**src/hdl/dtbm_pkg.sv**
```systemverilog
// ----------------------------------------------------------------------------
// dtbm_pkg: shared types and constants of the dual token bucket meter
// Field widths, operation and register codes, and the beat record that
// travels from the front queue to the back engine.
// ----------------------------------------------------------------------------
package dtbm_pkg;

    localparam int RATE_W  = 32;
    localparam int CAP_W   = 42;   // rate * 1000
    localparam int TOK_W   = 43;   // signed, -cap .. cap
    localparam int AMT_W   = 32;
    localparam int TIME_W  = 64;
    localparam int DLY_W   = 11;
    localparam int CNT_W   = 64;
    localparam int QUO_W   = 43;   // divider dividend / quotient width
    localparam int CFG_IDX_W = 2;

    localparam logic [9:0]  MILLI_PER_BYTE = 10'd1000;
    localparam logic [10:0] FULL_AFTER_MS  = 11'd2000;

    // floor(2^42 / 1000): whole bytes from milli-bytes by multiply and shift
    localparam logic [32:0] RECIP_1000 = 33'd4398046511;

    // operation codes on the input port
    localparam logic [2:0] OP_TAKE   = 3'd0;
    localparam logic [2:0] OP_CHARGE = 3'd1;
    localparam logic [2:0] OP_DELAY  = 3'd2;
    localparam logic [2:0] OP_READ   = 3'd3;
    localparam logic [2:0] OP_DRAIN  = 3'd4;

    // configuration register indexes
    localparam logic [CFG_IDX_W-1:0] CFG_RX_RATE = 2'd0;
    localparam logic [CFG_IDX_W-1:0] CFG_TX_RATE = 2'd1;

    typedef enum logic [2:0] {
        K_TAKE,
        K_CHARGE,
        K_DELAY,
        K_READ,
        K_DRAIN,
        K_NONE
    } t_kind;

    typedef struct packed {
        t_kind              kind;
        logic               dir;
        logic [AMT_W-1:0]   amount;
        logic [TIME_W-1:0]  now_ms;
    } t_item;

    typedef struct packed {
        logic                 valid;
        logic [CFG_IDX_W-1:0] idx;
        logic [RATE_W-1:0]    data;
    } t_cfg_wr;

    typedef struct packed {
        logic              start;
        logic [QUO_W-1:0]  dividend;
        logic [RATE_W-1:0] divisor;
    } t_div_ctl;

endpackage

```
**src/hdl/dtbm_front.sv**
```systemverilog
// ----------------------------------------------------------------------------
// dtbm_front: input beat decode and two-entry queue
// Decodes the operation code and holds up to two beats for the back engine.
// ----------------------------------------------------------------------------
module dtbm_front (
    input  logic                   i_clk,
    input  logic                   i_rst_n,
    input  logic                   i_valid,
    output logic                   o_stall,
    input  logic [2:0]             i_operation,
    input  logic                   i_direction,
    input  logic [31:0]            i_amount,
    input  logic [63:0]            i_now_ms,
    output dtbm_pkg::t_item        o_item,
    output logic                   o_item_valid,
    input  logic                   i_item_pop
);
    import dtbm_pkg::*;

    t_item       r_mem [2];
    logic        r_wr_ptr;
    logic        r_rd_ptr;
    logic [1:0]  r_count;
    t_kind       kind;
    logic        push;

    // operation decode
    always_comb begin
        unique case (i_operation)
            OP_TAKE:   kind = K_TAKE;
            OP_CHARGE: kind = K_CHARGE;
            OP_DELAY:  kind = K_DELAY;
            OP_READ:   kind = K_READ;
            OP_DRAIN:  kind = K_DRAIN;
            default:   kind = K_NONE;
        endcase
    end

    assign o_stall      = (r_count == 2'd2);
    assign push         = i_valid && !o_stall;
    assign o_item_valid = (r_count != 2'd0);
    assign o_item       = r_mem[r_rd_ptr];

    // queue storage
    always_ff @(posedge i_clk) begin
        if (push) begin
            r_mem[r_wr_ptr] <= '{kind: kind, dir: i_direction,
                                 amount: i_amount, now_ms: i_now_ms};
        end
    end

    // queue pointers
    always_ff @(posedge i_clk) begin
        if (!i_rst_n) begin
            r_wr_ptr <= 1'b0;
            r_rd_ptr <= 1'b0;
            r_count  <= 2'd0;
        end else begin
            if (push) r_wr_ptr <= ~r_wr_ptr;
            if (i_item_pop) r_rd_ptr <= ~r_rd_ptr;
            r_count <= r_count + 2'(push) - 2'(i_item_pop);
        end
    end

endmodule

```
**config.mk**
```make
export PLATFORM = sky130hd
export DESIGN_NAME = dtbm_front
export DESIGN_NICKNAME = d
export VERILOG_FILES = /design/src/hdl/dtbm_pkg.sv /design/src/hdl/dtbm_front.sv
export SDC_FILE = /design/constraint.sdc
export NUM_CORES = 1
export LEC_CHECK = 0
export BUFFER_PORTS_ARGS = -buffer_cell sky130_fd_sc_hd__clkbuf_2
export CORE_MARGIN = 5
export CORE_UTILIZATION = 53
export DETAILED_ROUTE_END_ITERATION = 10
export HOLD_SLACK_MARGIN = 0.15
export PLACE_DENSITY = 0.8
export SYNTH_ARGS = -nofsm -noshare
export SYNTH_HDL_FRONTEND = slang
export SYNTH_SLANG_ARGS = --single-unit
```
**constraint.sdc**
```tcl
create_clock -name i_clk -period 9.3 [get_ports i_clk]
set_input_delay 2.79 -clock i_clk [delete_from_list [all_inputs] [get_ports i_clk]]
set_output_delay 2.79 -clock i_clk [all_outputs]
set_load 0.1 [all_outputs]
```
==> flow_metrics.py <==
metrics = {
    "hold_path": {
        "holdPathStages": 2,
        "hp-class": "flip-flop to flip-flop",
        "min_from": "r_rd_ptr",
        "holdPathEnd": "r_rd_ptr",
    },
    "clock_network": {
        "cts_resized": 0,
        "clkTransAtPathRegs_ns": 0.06,
        "cts_setup_buffers": 0,
        "clock_latency_ns": 0.48,
        "cts_sinks": 205,
        "cts_max_level": 1,
        "cts_root_buffer": "clkbuf_16",
        "holdBufCountCts": 0,
        "cts_inserted_buffers": 21,
        "cts_buffer_depth": 3,
        "cts_tree": "yes",
    },
    "critical_path": {
        "rr_worst_depth": 4,
        "cp_slowest_cell": "buf_4",
        "crit_arrival_ns": 3.10,
        "timing.rr.end": "r_mem[0][47]",
        "crit_chain": "buf_4 > mux2_4 > clkbuf_2",
        "start_kind": "flip-flop",
        "reg2reg_from": "r_count[0]",
        "crit_path_max_incr_delay_ns": 0.93,
        "cp_max_fo": 59,
        "crit_type": "flip-flop to output pin",
        "end_kind": "output pin",
        "cp.required_ns": 6.51,
        "rrSetupSlack_ns": 6.67,
    },
    "floorplan": {
        "rows": 44,
        "die_w_um": 133,
        "die-height_um": 133,
        "ios": 206,
        "die_area_um2": 17600,
        "initial_core_util": 0.544,
        "core_area_um2": 14600,
    },
    "synthesis": {
        "synth_seq_area_share": 0.767,
        "synth_nets": 446,
        "netlist_area_um2": 7970,
        "synth_cells": 340,
        "ys_ff_latch": 205,
        "yosysWarnings": 0,
        "syn-mean-instance-area_um2": 23.4,
        "yosysUniqueCellTypes": 20,
    },
    "drt": {
        "ant_nets": 0,
        "wire_per_inst_um": 18.1,
        "drtPass1Iterations": 4,
        "vias_per_cell": 4.97,
        "vias": 3763,
        "drcViolationCount": 0,
        "wirelength_um": 13700,
        "drt_iter0_markers": 113,
    },
    "global_route": {
        "grt_use_total": 0.152,
        "met1_usage": 0.180,
        "antenna_found_initial": 0,
        "grt_pass1_wl_um": 21400,
        "met2_usage": 0.271,
        "overflow": 0,
        "grt_max_degree": 72,
        "grtUsageMet3": 0.0505,
        "grt_pass1_vias": 4135,
        "busiest_layer": "met2",
    },
    "finish": {
        "drive_gt1_frac": 0.599,
        "final_common_cell": "clkbuf_2",
        "multiInputGateArea_um2": 1650,
        "area_delta_synth_final_pct": 22.1,
        "num-fill-cells": 979,
        "final_cell_mix": "205 x clkbuf_2, 200 x edfxtp_1, 100 x mux2_4",
        "nNetsFinal": 665,
        "diodes": 0,
        "regArea_um2": 6110,
    },
    "sta": {
        "fin_crit_sh": 0.634,
        "post-route-min-period_ns": 5.89,
        "hold_violations": 0,
        "tns_ns": 0,
        "skew_ns": 0.0124,
        "rsz0062_at_grt": "no",
        "slew_viol_final": 0,
        "slew_headroom": 0.282,
        "tightest_slew_ns": 1.08,
        "max_freq_mhz": 170,
        "final-setup-viol-count": 0,
        "setup_slack_ns": 3.41,
        "hold_ws_ns": 0.514,
    },
    "power": {
        "clock_power_share": 0.293,
        "seqPwrFrac": 0.417,
        "p_per_area_nw_per_um2": 286,
        "p_leak_nw": 3.94,
        "p_int_mw": 1.79,
        "ir_worst_vdd_uv": 192,
        "combPwrFrac": 0.289,
        "netSwitchingPower_uw": 989,
        "p_total_mw": 2.78,
        "p_sw_frac": 0.355,
    },
    "placed_design": {
        "io_buffers": 205,
        "dp_slack_ns": 3.87,
        "dp_hpwl_um": 9430,
        "gp_congestion": 0.736,
    },
    "outcome": {
        "status": "completed",
    },
    "job": {
        "maxCapViolCount": 0,
    },
}
-- layer usage --
layer	share of wire	wire, um
met5	0	0
met4	0.012	169
met3	0.090	1230
met2	0.52	7100
met1	0.38	5210
-- cell type report --
cell class	count	share of cell area
Sequential cell	205	0.628
Multi-Input combinational cell	120	0.169
Timing Repair Buffer	208	0.108
Clock buffer	25	0.0556
Tap cell	184	0.0237
Clock inverter	12	0.0144
Inverter	3	0.00116
-- cell families (layout without fill, tap and decap cells) --
kind of cell / after synthesis / after routing / synth area share
DFF: 205 / 205 / 0.767
and+or+nand+nor: 14 / 14 / 0.00895
muxes: 101 / 101 / 0.190
AOI/OAI and AO/OA: 1 / 1 / 0.000943
xor gates and xnor gates: 2 / 2 / 0.00220
buffers and inverters: 15 / 248 / 0.0284
adders and majority gates: 2 / 2 / 0.00314
-- how the worst max path moves through the flow --
stage                  endpoint  cells past startpoint
floorplan           r_mem[0][0]                      2
global placement     o_item[93]                      3
detailed placement   o_item[93]                      3
CTS                  o_item[93]                      3
global route         o_item[93]                      3
finish               o_item[93]                      3
-- critical path: cells and delay by family (launching register included) --
kind	cells	cell delay, ns
multiplexers	1	0.31
buffers and inverters	2	1.38
flip-flops	1	0.86
-- per-stage QoR --
stage | area, um2 | utilization | cells
2_1_floorplan | 7970 | - | 340
3_3_place_gp | 9040 | 0.618 | 720
3_5_place_dp | 9040 | 0.618 | 720
4_1_cts | 9730 | 0.664 | 757
5_1_grt | 9730 | 0.664 | 757
6_report | 9730 | 0.664 | 757
-- synthesized netlist by cell type --
library cell / number / area share
edfxtp_1: 200 / 0.75
mux2_4: 100 / 0.19
buf_12: 10 / 0.025
dfxtp_1: 5 / 0.013
nor2_1: 4 / 0.0019
inv_1: 3 / 0.0014
and2_1: 2 / 0.0016
ha_1: 2 / 0.0031
nand2_1: 2 / 0.00094
nand2b_1: 2 / 0.0016
a21o_1: 1 / 0.00094
and3_1: 1 / 0.00079
buf_6: 1 / 0.0014
clkbuf_1: 1 / 0.00047
mux2i_1: 1 / 0.0013
nor2b_1: 1 / 0.00079
nor3_1: 1 / 0.00063
or2_2: 1 / 0.00079
xnor2_1: 1 / 0.0011
xor2_1: 1 / 0.0011
-- power groups by stage --
stage | Sequential (mW) | Combinational [mW] | Clock [mW]
3_3_place_gp | 1.18 | 0.806 | 0
2_1_floorplan | 1.18 | 0.723 | 0
6_report | 1.16 | 0.806 | 0.816
4_1_cts | 1.16 | 0.814 | 0.835
5_1_grt | 1.17 | 0.832 | 0.884
3_5_place_dp | 1.18 | 0.813 | 0
-- sequential cells by signal, summed over array words and instances, names as in the netlist, named ones only --
signal    count
r_count       2
r_mem       200
r_wr_ptr      1
r_rd_ptr      1
Note: power is estimated with default switching activity, not from simulation.
